## src/design/spw_pkg.sv

```systemverilog
// Shared types, codes and fragment field helpers for the sparse property header walker.
`timescale 1ns / 1ps

package spw_pkg;

  localparam int IDX_W   = 14;
  localparam int TOTAL_W = 14;
  localparam logic [TOTAL_W-1:0] TOTAL_MAX = 14'h3fff;

  localparam logic [1:0] CMD_START = 2'd0;
  localparam logic [1:0] CMD_BYTE  = 2'd1;
  localparam logic [1:0] CMD_ADV   = 2'd2;

  localparam logic [2:0] ST_MORE  = 3'd0;
  localparam logic [2:0] ST_HDR   = 3'd1;
  localparam logic [2:0] ST_FOUND = 3'd2;
  localparam logic [2:0] ST_NONE  = 3'd3;
  localparam logic [2:0] ST_ERR   = 3'd4;

  // Fragment word flag masks: bit 8 marks the last fragment, bit 7 marks a fragment with zero marks.
  localparam logic [15:0] FRAG_LAST_BIT = 16'h0100;
  localparam logic [15:0] FRAG_HZ_BIT   = 16'h0080;

  typedef enum logic [2:0] {
    PH_IDLE,
    PH_FRAG_LO,
    PH_FRAG_HI,
    PH_MASK,
    PH_DONE,
    PH_ERROR
  } phase_t;

  typedef enum logic [2:0] {
    WS_IDLE,
    WS_FETCH,
    WS_SKIP,
    WS_MASK,
    WS_TEST
  } walk_state_t;

  typedef struct packed {
    logic done;
    logic error;
    logic all_empty;
  } parse_info_t;

  typedef struct packed {
    logic             valid;
    logic [2:0]       status;
    logic [IDX_W-1:0] index;
  } res_t;

  function automatic logic [6:0] frag_skip(input logic [15:0] w);
    return w[6:0];
  endfunction

  function automatic logic frag_hz(input logic [15:0] w);
    return (w & FRAG_HZ_BIT) != 16'h0000;
  endfunction

  function automatic logic frag_last(input logic [15:0] w);
    return (w & FRAG_LAST_BIT) != 16'h0000;
  endfunction

  function automatic logic [6:0] frag_values(input logic [15:0] w);
    return w[15:9];
  endfunction

endpackage

```

## src/design/sparse_property_header_walker_unit.sv

```systemverilog
// Top level of the sparse property header walker: command dispatch, memories and result buffer.
`timescale 1ns / 1ps

// Sparse property header walker. Feed a start beat (command 0), then the header
// one byte per beat (command 1): 16-bit little-endian fragment words, then the
// zero-mask bytes if any fragment carries zero marks. Every accepted beat gives
// exactly one result beat (status, property_index). Once the header is complete,
// each advance beat (command 2) returns the next present non-zero property index
// or "no more". Fragments live in a MAX_FRAGMENTS x 16 RAM and the zero mask in a
// MAX_MASK_BITS/32 x 32 RAM, both with registered reads. An advance that walks
// fetches fragment words from the fragment RAM and tests entries against the mask
// RAM; the walker handles one beat at a time and in_stall stays high until it
// answers. A two-entry result buffer (output register plus skid) lets a new beat
// enter while a result is still waiting on out_stall. No clearing pass is needed
// after reset: mask words carry valid bits that reset and start clear at once.
module sparse_property_header_walker_unit #(
  parameter int MAX_FRAGMENTS = 64,
  parameter int MAX_MASK_BITS = 256
) (
  input  logic        clk,
  input  logic        rst,
  input  logic        in_valid,
  output logic        in_stall,
  input  logic [1:0]  command,
  input  logic [7:0]  header_byte,
  output logic        out_valid,
  input  logic        out_stall,
  output logic [2:0]  status,
  output logic [13:0] property_index
);

  localparam int FAW = (MAX_FRAGMENTS > 1) ? $clog2(MAX_FRAGMENTS) : 1;
  localparam int FCW = $clog2(MAX_FRAGMENTS + 1);
  localparam int MASK_WORDS = MAX_MASK_BITS / 32;
  localparam int MWA = (MASK_WORDS > 1) ? $clog2(MASK_WORDS) : 1;

  logic accept;
  logic start, byte_en, go;
  logic [2:0] byte_status;
  spw_pkg::parse_info_t info;
  logic [FCW-1:0] frag_count;

  // fragment RAM ports
  logic           frag_we;
  logic [FAW-1:0] frag_waddr;
  logic [15:0]    frag_wdata;
  logic           frag_rd_en;
  logic [FAW-1:0] frag_rd_addr;
  logic [15:0]    frag_rdata;

  // mask RAM ports
  logic                  mask_we;
  logic [MWA-1:0]        mask_waddr;
  logic [31:0]           mask_wdata;
  logic                  mask_rd_en;
  logic [MWA-1:0]        mask_rd_addr;
  logic [31:0]           mask_rdata;
  logic [MASK_WORDS-1:0] mask_valid;

  logic          walk_busy;
  spw_pkg::res_t walk_res, imm_res, res;

  // result buffer: output register and one skid entry
  logic          skid_valid;
  logic [2:0]    skid_status;
  logic [13:0]   skid_index;
  logic          take;
  logic          out_free;

  assign accept  = in_valid && !in_stall;
  assign start   = accept && (command == spw_pkg::CMD_START);
  assign byte_en = accept && (command == spw_pkg::CMD_BYTE);
  // advance only hands off to the walker once the header is complete
  assign go      = accept && (command == spw_pkg::CMD_ADV) && info.done;

  // the walker holds the input side while it runs; a full skid holds it too
  assign in_stall = walk_busy || skid_valid;

  always_comb begin
    imm_res.valid  = accept && !go;
    imm_res.index  = '0;
    imm_res.status = spw_pkg::ST_MORE;
    unique case (command)
      spw_pkg::CMD_BYTE: imm_res.status = byte_status;
      spw_pkg::CMD_ADV:  imm_res.status = info.error ? spw_pkg::ST_ERR : spw_pkg::ST_MORE;
      default:           imm_res.status = spw_pkg::ST_MORE;
    endcase
  end

  // walker answers only for its own beat, never in the same cycle as an immediate one
  assign res = walk_res.valid ? walk_res : imm_res;

  spw_parse #(
    .MAX_FRAGMENTS(MAX_FRAGMENTS),
    .MAX_MASK_BITS(MAX_MASK_BITS)
  ) u_parse (
    .clk         (clk),
    .rst         (rst),
    .start       (start),
    .byte_en     (byte_en),
    .header_byte (header_byte),
    .byte_status (byte_status),
    .info        (info),
    .frag_count  (frag_count),
    .frag_we     (frag_we),
    .frag_waddr  (frag_waddr),
    .frag_wdata  (frag_wdata),
    .mask_we     (mask_we),
    .mask_waddr  (mask_waddr),
    .mask_wdata  (mask_wdata),
    .mask_valid  (mask_valid)
  );

  spw_walk #(
    .MAX_FRAGMENTS(MAX_FRAGMENTS),
    .MAX_MASK_BITS(MAX_MASK_BITS)
  ) u_walk (
    .clk          (clk),
    .rst          (rst),
    .clear        (start),
    .go           (go),
    .info         (info),
    .frag_count   (frag_count),
    .frag_rd_en   (frag_rd_en),
    .frag_rd_addr (frag_rd_addr),
    .frag_rdata   (frag_rdata),
    .mask_rd_en   (mask_rd_en),
    .mask_rd_addr (mask_rd_addr),
    .mask_rdata   (mask_rdata),
    .mask_valid   (mask_valid),
    .busy         (walk_busy),
    .res          (walk_res)
  );

  spw_ram #(
    .WIDTH(16),
    .DEPTH(MAX_FRAGMENTS)
  ) u_frag_ram (
    .clk     (clk),
    .wr_en   (frag_we),
    .wr_addr (frag_waddr),
    .wr_data (frag_wdata),
    .rd_en   (frag_rd_en),
    .rd_addr (frag_rd_addr),
    .rd_data (frag_rdata)
  );

  spw_ram #(
    .WIDTH(32),
    .DEPTH(MASK_WORDS)
  ) u_mask_ram (
    .clk     (clk),
    .wr_en   (mask_we),
    .wr_addr (mask_waddr),
    .wr_data (mask_wdata),
    .rd_en   (mask_rd_en),
    .rd_addr (mask_rd_addr),
    .rd_data (mask_rdata)
  );

  assign take     = out_valid && !out_stall;
  assign out_free = !out_valid || take;

  // Result buffer control. The skid drains first; a new result goes to the
  // output register when it frees up, otherwise it parks in the skid.
  always_ff @(posedge clk) begin
    if (rst) begin
      out_valid  <= 1'b0;
      skid_valid <= 1'b0;
    end else begin
      if (skid_valid) begin
        if (out_free) begin
          out_valid  <= 1'b1;
          skid_valid <= 1'b0;
        end
      end else if (res.valid) begin
        if (out_free) begin
          out_valid <= 1'b1;
        end else begin
          skid_valid <= 1'b1;
        end
      end else if (take) begin
        out_valid <= 1'b0;
      end
    end
  end

  // result payload
  always_ff @(posedge clk) begin
    if (skid_valid) begin
      if (out_free) begin
        status         <= skid_status;
        property_index <= skid_index;
      end
    end else if (res.valid) begin
      if (out_free) begin
        status         <= res.status;
        property_index <= res.index;
      end else begin
        skid_status <= res.status;
        skid_index  <= res.index;
      end
    end
  end

endmodule

```

## src/design/spw_ram.sv

```systemverilog
// Generic single-write, single-read synchronous RAM with registered read data.
`timescale 1ns / 1ps

module spw_ram #(
  parameter int WIDTH = 16,
  parameter int DEPTH = 64,
  localparam int AW = (DEPTH > 1) ? $clog2(DEPTH) : 1
) (
  input  logic             clk,
  input  logic             wr_en,
  input  logic [AW-1:0]    wr_addr,
  input  logic [WIDTH-1:0] wr_data,
  input  logic             rd_en,
  input  logic [AW-1:0]    rd_addr,
  output logic [WIDTH-1:0] rd_data
);

  logic [WIDTH-1:0] mem [DEPTH];

  always_ff @(posedge clk) begin
    if (wr_en) begin
      mem[wr_addr] <= wr_data;
    end
    if (rd_en) begin
      rd_data <= mem[rd_addr];
    end
  end

endmodule

```

## src/design/spw_parse.sv

```systemverilog
// Header byte parser: fragment capture, value totals and zero-mask word assembly.
`timescale 1ns / 1ps

module spw_parse #(
  parameter int MAX_FRAGMENTS = 64,
  parameter int MAX_MASK_BITS = 256,
  localparam int FAW = (MAX_FRAGMENTS > 1) ? $clog2(MAX_FRAGMENTS) : 1,
  localparam int FCW = $clog2(MAX_FRAGMENTS + 1),
  localparam int MASK_WORDS = MAX_MASK_BITS / 32,
  localparam int MWA = (MASK_WORDS > 1) ? $clog2(MASK_WORDS) : 1,
  localparam int MB = ((MAX_MASK_BITS + 31) / 32) * 4,
  localparam int BCW = $clog2(MB + 1)
) (
  input  logic                   clk,
  input  logic                   rst,
  input  logic                   start,
  input  logic                   byte_en,
  input  logic [7:0]             header_byte,
  output logic [2:0]             byte_status,
  output spw_pkg::parse_info_t   info,
  output logic [FCW-1:0]         frag_count,
  output logic                   frag_we,
  output logic [FAW-1:0]         frag_waddr,
  output logic [15:0]            frag_wdata,
  output logic                   mask_we,
  output logic [MWA-1:0]         mask_waddr,
  output logic [31:0]            mask_wdata,
  output logic [MASK_WORDS-1:0]  mask_valid
);

  spw_pkg::phase_t phase, phase_next;
  logic [FCW-1:0]  frag_count_next;
  logic [spw_pkg::TOTAL_W-1:0] masked_total, masked_total_next;
  logic [spw_pkg::TOTAL_W-1:0] unmasked_total, unmasked_total_next;
  logic [BCW-1:0]  byte_counter, byte_counter_next;
  logic [BCW-1:0]  mask_bytes, mask_bytes_next;
  logic [7:0]      low_byte;
  logic [31:0]     mask_asm;
  logic [MASK_WORDS-1:0] mask_valid_next;

  logic [15:0] word;
  logic [spw_pkg::TOTAL_W:0] m_sum, u_sum, m_round;
  logic [spw_pkg::TOTAL_W-1:0] m_add, u_add, m_new;
  logic [BCW-1:0] bc_inc;
  logic [BCW-3:0] mword;
  logic [1:0]     lane;

  assign word  = {header_byte, low_byte};
  assign m_sum = {1'b0, masked_total} + 15'(spw_pkg::frag_values(word));
  assign u_sum = {1'b0, unmasked_total} + 15'(spw_pkg::frag_values(word));
  assign m_add = (m_sum > 15'(spw_pkg::TOTAL_MAX)) ? spw_pkg::TOTAL_MAX : m_sum[13:0];
  assign u_add = (u_sum > 15'(spw_pkg::TOTAL_MAX)) ? spw_pkg::TOTAL_MAX : u_sum[13:0];
  assign m_new = spw_pkg::frag_hz(word) ? m_add : masked_total;
  assign m_round = ({1'b0, m_new} + 15'd31) >> 5;
  assign bc_inc = byte_counter + BCW'(1);
  assign mword  = byte_counter[BCW-1:2];
  assign lane   = byte_counter[1:0];

  assign frag_waddr = FAW'(frag_count);
  assign frag_wdata = word;
  assign mask_waddr = MWA'(mword);
  assign mask_wdata = ((lane == 2'd0) ? 32'h0 : mask_asm) | (32'(header_byte) << {lane, 3'b000});

  assign info.done      = (phase == spw_pkg::PH_DONE);
  assign info.error     = (phase == spw_pkg::PH_ERROR);
  assign info.all_empty = (masked_total == '0) && (unmasked_total == '0);

  always_comb begin
    phase_next          = phase;
    frag_count_next     = frag_count;
    masked_total_next   = masked_total;
    unmasked_total_next = unmasked_total;
    byte_counter_next   = byte_counter;
    mask_bytes_next     = mask_bytes;
    mask_valid_next     = mask_valid;
    byte_status         = spw_pkg::ST_MORE;
    frag_we             = 1'b0;
    mask_we             = 1'b0;
    if (start) begin
      phase_next          = spw_pkg::PH_FRAG_LO;
      frag_count_next     = '0;
      masked_total_next   = '0;
      unmasked_total_next = '0;
      byte_counter_next   = '0;
      mask_valid_next     = '0;
    end else if (byte_en) begin
      unique case (phase)
        spw_pkg::PH_FRAG_LO: begin
          phase_next = spw_pkg::PH_FRAG_HI;
        end
        spw_pkg::PH_FRAG_HI: begin
          if (frag_count >= FCW'(MAX_FRAGMENTS)) begin
            phase_next  = spw_pkg::PH_ERROR;
            byte_status = spw_pkg::ST_ERR;
          end else begin
            frag_we         = 1'b1;
            frag_count_next = frag_count + FCW'(1);
            if (spw_pkg::frag_hz(word)) begin
              masked_total_next = m_add;
            end else begin
              unmasked_total_next = u_add;
            end
            if (!spw_pkg::frag_last(word)) begin
              phase_next = spw_pkg::PH_FRAG_LO;
            end else if (m_new == '0) begin
              phase_next  = spw_pkg::PH_DONE;
              byte_status = spw_pkg::ST_HDR;
            end else if (m_new > 14'(MAX_MASK_BITS)) begin
              phase_next  = spw_pkg::PH_ERROR;
              byte_status = spw_pkg::ST_ERR;
            end else begin
              if (m_new <= 14'd8) begin
                mask_bytes_next = BCW'(1);
              end else if (m_new <= 14'd16) begin
                mask_bytes_next = BCW'(2);
              end else begin
                mask_bytes_next = BCW'({m_round, 2'b00});
              end
              byte_counter_next = '0;
              phase_next        = spw_pkg::PH_MASK;
            end
          end
        end
        spw_pkg::PH_MASK: begin
          if (32'(mword) < 32'(MASK_WORDS)) begin
            mask_we = 1'b1;
            mask_valid_next[MWA'(mword)] = 1'b1;
          end
          byte_counter_next = bc_inc;
          if (bc_inc >= mask_bytes) begin
            phase_next  = spw_pkg::PH_DONE;
            byte_status = spw_pkg::ST_HDR;
          end
        end
        spw_pkg::PH_DONE:  byte_status = spw_pkg::ST_HDR;
        spw_pkg::PH_ERROR: byte_status = spw_pkg::ST_ERR;
        default:           byte_status = spw_pkg::ST_MORE;
      endcase
    end
  end

  always_ff @(posedge clk) begin
    if (rst) begin
      phase          <= spw_pkg::PH_IDLE;
      frag_count     <= '0;
      masked_total   <= '0;
      unmasked_total <= '0;
      byte_counter   <= '0;
      mask_valid     <= '0;
    end else begin
      phase          <= phase_next;
      frag_count     <= frag_count_next;
      masked_total   <= masked_total_next;
      unmasked_total <= unmasked_total_next;
      byte_counter   <= byte_counter_next;
      mask_valid     <= mask_valid_next;
    end
  end

  always_ff @(posedge clk) begin
    mask_bytes <= mask_bytes_next;
    if (byte_en && phase == spw_pkg::PH_FRAG_LO) begin
      low_byte <= header_byte;
    end
    if (mask_we) begin
      mask_asm <= mask_wdata;
    end
  end

endmodule

```

## src/design/spw_walk.sv

```systemverilog
// Walk sequencer: steps through stored fragments and zero-mask words to find present values.
`timescale 1ns / 1ps

module spw_walk #(
  parameter int MAX_FRAGMENTS = 64,
  parameter int MAX_MASK_BITS = 256,
  localparam int FAW = (MAX_FRAGMENTS > 1) ? $clog2(MAX_FRAGMENTS) : 1,
  localparam int FCW = $clog2(MAX_FRAGMENTS + 1),
  localparam int MASK_WORDS = MAX_MASK_BITS / 32,
  localparam int MWA = (MASK_WORDS > 1) ? $clog2(MASK_WORDS) : 1,
  localparam int ZW = $clog2(MAX_MASK_BITS + 1)
) (
  input  logic                  clk,
  input  logic                  rst,
  input  logic                  clear,
  input  logic                  go,
  input  spw_pkg::parse_info_t  info,
  input  logic [FCW-1:0]        frag_count,
  output logic                  frag_rd_en,
  output logic [FAW-1:0]        frag_rd_addr,
  input  logic [15:0]           frag_rdata,
  output logic                  mask_rd_en,
  output logic [MWA-1:0]        mask_rd_addr,
  input  logic [31:0]           mask_rdata,
  input  logic [MASK_WORDS-1:0] mask_valid,
  output logic                  busy,
  output spw_pkg::res_t         res
);

  spw_pkg::walk_state_t state, state_next;
  logic [spw_pkg::IDX_W-1:0] index, index_next;
  logic [FAW-1:0] frag, frag_next;
  logic [6:0]     remaining, remaining_next;
  logic [ZW-1:0]  zmi, zmi_next;
  logic           started, started_next;
  logic           done, done_next;
  logic           skip_pending, skip_pending_next;
  logic [15:0]    cur, cur_next;
  logic           mbit_ok, mbit_ok_next;

  logic [ZW-1:0]  zword;
  logic           zword_in;
  logic           at_end_cur;
  logic           at_end_rd;
  logic           nz;

  assign zword      = zmi >> 5;
  assign zword_in   = 32'(zword) < 32'(MASK_WORDS);
  assign at_end_cur = (FCW'(frag) + FCW'(1)) >= frag_count;
  assign at_end_rd  = spw_pkg::frag_last(frag_rdata) || at_end_cur;
  assign nz         = !spw_pkg::frag_hz(cur) || !(mbit_ok && mask_rdata[zmi[4:0]]);

  assign frag_rd_addr = frag;
  assign mask_rd_addr = MWA'(zword);
  assign busy         = (state != spw_pkg::WS_IDLE);

  always_comb begin
    state_next        = state;
    index_next        = index;
    frag_next         = frag;
    remaining_next    = remaining;
    zmi_next          = zmi;
    started_next      = started;
    done_next         = done;
    skip_pending_next = skip_pending;
    cur_next          = cur;
    mbit_ok_next      = mbit_ok;
    frag_rd_en        = 1'b0;
    mask_rd_en        = 1'b0;
    res.valid         = 1'b0;
    res.status        = spw_pkg::ST_NONE;
    res.index         = '0;
    unique case (state)
      spw_pkg::WS_IDLE: begin
        if (go) begin
          if (!started) begin
            started_next = 1'b1;
            frag_next    = '0;
            index_next   = '0;
            zmi_next     = '0;
            if (info.all_empty) begin
              done_next = 1'b1;
              res.valid = 1'b1;
            end else begin
              state_next = spw_pkg::WS_FETCH;
            end
          end else if (done) begin
            res.valid = 1'b1;
          end else if (skip_pending) begin
            state_next = spw_pkg::WS_FETCH;
          end else begin
            state_next = spw_pkg::WS_MASK;
          end
        end
      end
      spw_pkg::WS_FETCH: begin
        frag_rd_en = 1'b1;
        state_next = spw_pkg::WS_SKIP;
      end
      spw_pkg::WS_SKIP: begin
        cur_next   = frag_rdata;
        index_next = index + spw_pkg::IDX_W'(spw_pkg::frag_skip(frag_rdata));
        if (spw_pkg::frag_values(frag_rdata) == 7'd0) begin
          if (at_end_rd) begin
            done_next         = 1'b1;
            skip_pending_next = 1'b0;
            res.valid         = 1'b1;
            state_next        = spw_pkg::WS_IDLE;
          end else begin
            frag_next  = frag + FAW'(1);
            state_next = spw_pkg::WS_FETCH;
          end
        end else begin
          remaining_next    = spw_pkg::frag_values(frag_rdata);
          skip_pending_next = 1'b0;
          state_next        = spw_pkg::WS_MASK;
        end
      end
      spw_pkg::WS_MASK: begin
        mask_rd_en   = 1'b1;
        mbit_ok_next = zword_in && mask_valid[MWA'(zword)];
        state_next   = spw_pkg::WS_TEST;
      end
      spw_pkg::WS_TEST: begin
        index_next     = index + spw_pkg::IDX_W'(1);
        remaining_next = remaining - 7'd1;
        if (spw_pkg::frag_hz(cur)) begin
          zmi_next = zmi + ZW'(1);
        end
        if (remaining == 7'd1) begin
          if (spw_pkg::frag_last(cur) || at_end_cur) begin
            done_next = 1'b1;
          end else begin
            frag_next         = frag + FAW'(1);
            skip_pending_next = 1'b1;
          end
        end
        if (nz) begin
          res.valid  = 1'b1;
          res.status = spw_pkg::ST_FOUND;
          res.index  = index;
          state_next = spw_pkg::WS_IDLE;
        end else if (done_next) begin
          res.valid  = 1'b1;
          state_next = spw_pkg::WS_IDLE;
        end else if (skip_pending_next) begin
          state_next = spw_pkg::WS_FETCH;
        end else begin
          state_next = spw_pkg::WS_MASK;
        end
      end
      default: begin
        state_next = spw_pkg::WS_IDLE;
      end
    endcase
  end

  always_ff @(posedge clk) begin
    if (rst || clear) begin
      state        <= spw_pkg::WS_IDLE;
      index        <= '0;
      frag         <= '0;
      remaining    <= '0;
      zmi          <= '0;
      started      <= 1'b0;
      done         <= 1'b0;
      skip_pending <= 1'b0;
    end else begin
      state        <= state_next;
      index        <= index_next;
      frag         <= frag_next;
      remaining    <= remaining_next;
      zmi          <= zmi_next;
      started      <= started_next;
      done         <= done_next;
      skip_pending <= skip_pending_next;
    end
  end

  always_ff @(posedge clk) begin
    cur     <= cur_next;
    mbit_ok <= mbit_ok_next;
  end

endmodule
```

## config.mk

```make
export PLATFORM = sky130hd
export DESIGN_NAME = sparse_property_header_walker_unit
export DESIGN_NICKNAME = d
export VERILOG_FILES = /design/src/design/spw_pkg.sv /design/src/design/sparse_property_header_walker_unit.sv /design/src/design/spw_ram.sv /design/src/design/spw_parse.sv /design/src/design/spw_walk.sv
export SDC_FILE = /design/constraint.sdc
export NUM_CORES = 2
export LEC_CHECK = 0
export BUFFER_PORTS_ARGS = -buffer_cell sky130_fd_sc_hd__buf_2
export CAP_MARGIN = 5
export CORE_AREA = 2 2 454 276
export CTS_CLUSTER_DIAMETER = 40
export CTS_CLUSTER_SIZE = 10
export DETAILED_ROUTE_END_ITERATION = 7
export DIE_AREA = 0 0 456 278
export PLACE_DENSITY = 0.69
export SLEW_MARGIN = 20
export SYNTH_ARGS = -nofsm -noshare
export SYNTH_HDL_FRONTEND = slang
export SYNTH_SLANG_ARGS = --single-unit
```

## constraint.sdc

```tcl
create_clock -name clk -period 4.2 [get_ports clk]
set_input_delay 0.84 -clock clk [delete_from_list [all_inputs] [get_ports clk]]
set_output_delay 0.84 -clock clk [all_outputs]
set_load 0.05 [all_outputs]
```

==> summary.txt <==
R2R depth: 11
Yosys top cell by area: edfxtp_1
Layout area overhead: 13.4%
Worst EP arrival: 4.42 ns
Post-synthesis adder-cell area fraction: 1.04%
Status: finished, final reports clean
Starting Density: 48.7%
DR vias/cell: 6.26
First-iteration detailed-routing DRC count: 4363
Mapped Area: 59800 µm²
Hold depth: 2
Critical Path RT: 4.89 ns
Clk Latency, worst-skew pair: 0.79 ns
Synth Area in Compound Gates: 2.41%
Setup bufs post-CTS: 0
Die height: 278 µm
Clock skew: 0.0444 ns
Multiplexer share of the synthesized area: 16.6%
Worst hold path type: in -> reg
Fraction of final layout cells with drive strength greater than 1: 26.7%
Crit path cell chain: ha_1 -> nand3_1 -> xnor2_1 -> ha_1 -> a21oi_1 -> o21ai_0 -> nor4_1 -> a21oi_1 -> or3_1 -> or4b_1 -> a21oi_1
Sink Count: 1507
Vias: 30700
Post-CTS Hold Buffers: 0
Critical Path Slowest Stage Cell: or3_1
Fillers: 8947
Fin Setup TNS: 0 ns
Leak Pwr: 21.4 nW
Clock root cell: clkbuf_16
Worst Tran Pin Value: 1.10 ns
Synth warn: 0
Final Slew Violations: 0
Final nets: 3268
Max-slew headroom: 25.7%
Number of remaining DRC errors: 0
Ranking of synthesized cells by area: edfxtp_1, mux4_2, dfxtp_1
CP Class: reg -> reg
Commonest non-fill, non-tap cell in the layout: edfxtp_1
Cell mode on critical path: a21oi_1
Area after DPL: 62700 µm²
Core area: 123000 µm²
Minimum clock period: 3.73 ns
Row Count: 100
Worst setup EP type: register
Vias in the first global route: 30600
Simple-gate share of the synthesized area: 3.78%
Main combinational cell family by area after synthesis: multiplexers
Buffers and inverters on the worst path: 0
Final GP Congestion: 0.833
Pwr per Cell Area: 446 nW/µm²
Initial antenna violation count: 10
ANT nets after route: 0
XOR/XNOR share of the synthesized area: 0.686%
Fin. Hold Viols: 0
Final WL: 142 mm
Cells after Synth: 3006
Clock Tree Buf Depth: 3
Flop and latch count out of synthesis: 1507
Kind of cell adding the most delay to the critical path: simple AND/OR/NAND/NOR gates
Crit path launch type: register
Io pins: 33
Number of enable flip-flop cells after synthesis: 1411
Final instance area: 67800 µm²
Die area: 127000 µm²
Largest net degree at the start of global routing: 141
RSZ-0062 raised after global routing: no
Post-DR wirelength/cell: 28.9 µm
Register area: 44300 µm²
Peak supply drop: 0.418 mV
Number of port buffers: 32
Most used DFF post-synth: edfxtp_1
Clk slew on worst S/H paths: 0.06 ns
Max Freq: 268 MHz
Syn Area/Cell: 19.9 µm²
Critical Path Max Stage Delay: 0.56 ns
Dpl hpwl: 81.6 mm
First drt pass iteration count: 6
Max Cap Viol: 0
Period utilization: 88.9%
TritonCTS clock tree: yes
# H-tree levels: 4
Grt ovf: 0
Final setup fails: 0
TritonCTS Buffers: 175
Area of the multi-input gates: 14800 µm²
Post-synthesis sequential area ratio: 74.1%
DIE WIDTH: 456 µm
Crit-path max FO: 11
Distinct cell type count after synthesis: 73
Most frequent cells in the layout: edfxtp_1, mux4_2, nor2_1
Mapped Nets: 3068
Cts repair resizes: 0
First-pass GRT wire length: 207 mm
Top-area cell type share of the netlist area: 70.9%
Instance count on the critical path: 11
Post-synth ARST share: 0%
Total GRT Usage: 22.5%
-- synthesized netlist by cell type, types with 9 or more instances --
cell type     n
xor2_1       13
and2_1       14
nor2_1      195
clkbuf_1     96
dfxtp_1      96
nand3_1      33
xnor2_1      32
a21oi_1      69
nand2_1     111
nand2b_1     12
o21ai_0      64
mux2_2       51
a21o_1        9
nand4_1      16
a31oi_1      14
ha_1         45
mux4_2      410
buf_1        33
nor4_1       16
and3_1       20
nor3_1       29
buf_2        11
inv_1        77
mux2i_1      10
edfxtp_1   1411
-- final cells by class --
| type | count | area share, % |
|---|---|---|
| Clock inverter | 32 | 0.722 |
| Tap cell | 1632 | 3.01 |
| Clock buffer | 206 | 6.69 |
| Multi-Input combinational cell | 1279 | 21.8 |
| Inverter | 77 | 0.426 |
| Antenna cell | 3 | 0.0111 |
| Sequential cell | 1507 | 65.4 |
| Timing Repair Buffer | 166 | 2.00 |
-- metrics by stage --
stage	hold WS, ns	setup slack [ns]	total power, mW	utilization, %	cells
after floorplan	0.400	0.174	16.7	-	3006
after global placement	0.418	0.185	16.9	51.1	4661
after detailed placement	0.423	0.131	16.9	51.1	4661
after CTS	0.306	0.501	30.5	55.2	4899
after global routing	0.350	0.200	31.1	55.2	4899
final	0.356	0.468	30.3	55.2	4902
-- layer usage --
metal	GRT usage, %	part of all wire [%]	up-vias
met2	31.1	43	1751
met4	6.04	1.9	2
met1	35.3	43	16100
li1	-	-	12600
met5	0	0.0092	-
met3	5.79	12	199
-- kinds of logic after synthesis --
| group | after synthesis |
|---|---|
| AOI/OAI and AO/OA | 227 |
| xor gates and xnor gates | 46 |
| adders and majority gates | 48 |
| buffers and inverters | 220 |
| DFF | 1507 |
| muxes | 471 |
| and+or+nand+nor | 487 |
-- where the power goes --
group | leakage, nW | total [mW] | internal [mW] | switching (mW)
clock | 2.44 | 13.7 | 7.96 | 5.71
sequential | 13.9 | 16.3 | 16.3 | 0.00705
combinational | 5.08 | 0.285 | 0.0446 | 0.240
total | 21.4 | 30.3 | 24.3 | 5.96
-- path summary, 6_finish.rpt --
path	start	end	slack [ns]
setup / recovery	u_walk.frag_rd_addr[0]	u_walk.frag_rd_addr[2]	0.47
hold / removal	rst	u_parse.phase[0]	0.36
setup reg to reg	u_walk.frag_rd_addr[0]	u_walk.frag_rd_addr[2]	0.47
hold reg to reg	u_frag_ram.rd_data[7]	u_walk.cur[7]	0.44
-- sequential cells by signal, summed over array words and instances, names as in the netlist, 16 cells and up --
signal	count
u_frag_ram.rd_data	16
u_frag_ram.mem	1024
u_mask_ram.mem	256
u_mask_ram.rd_data	32
u_parse.mask_asm	32
-- worst reg2reg max path, delay by kind of cell, from the launching register on --
kind / cells / cell delay, ns
flip-flops: 1 / 0.41
adder cells (fa/ha/maj): 2 / 0.59
AND/OR/NAND/NOR: 4 / 1.74
AO/OA/AOI/OAI: 4 / 0.68
XOR/XNOR: 1 / 0.23
No activity file was read; power rests on OpenSTA's default activity.
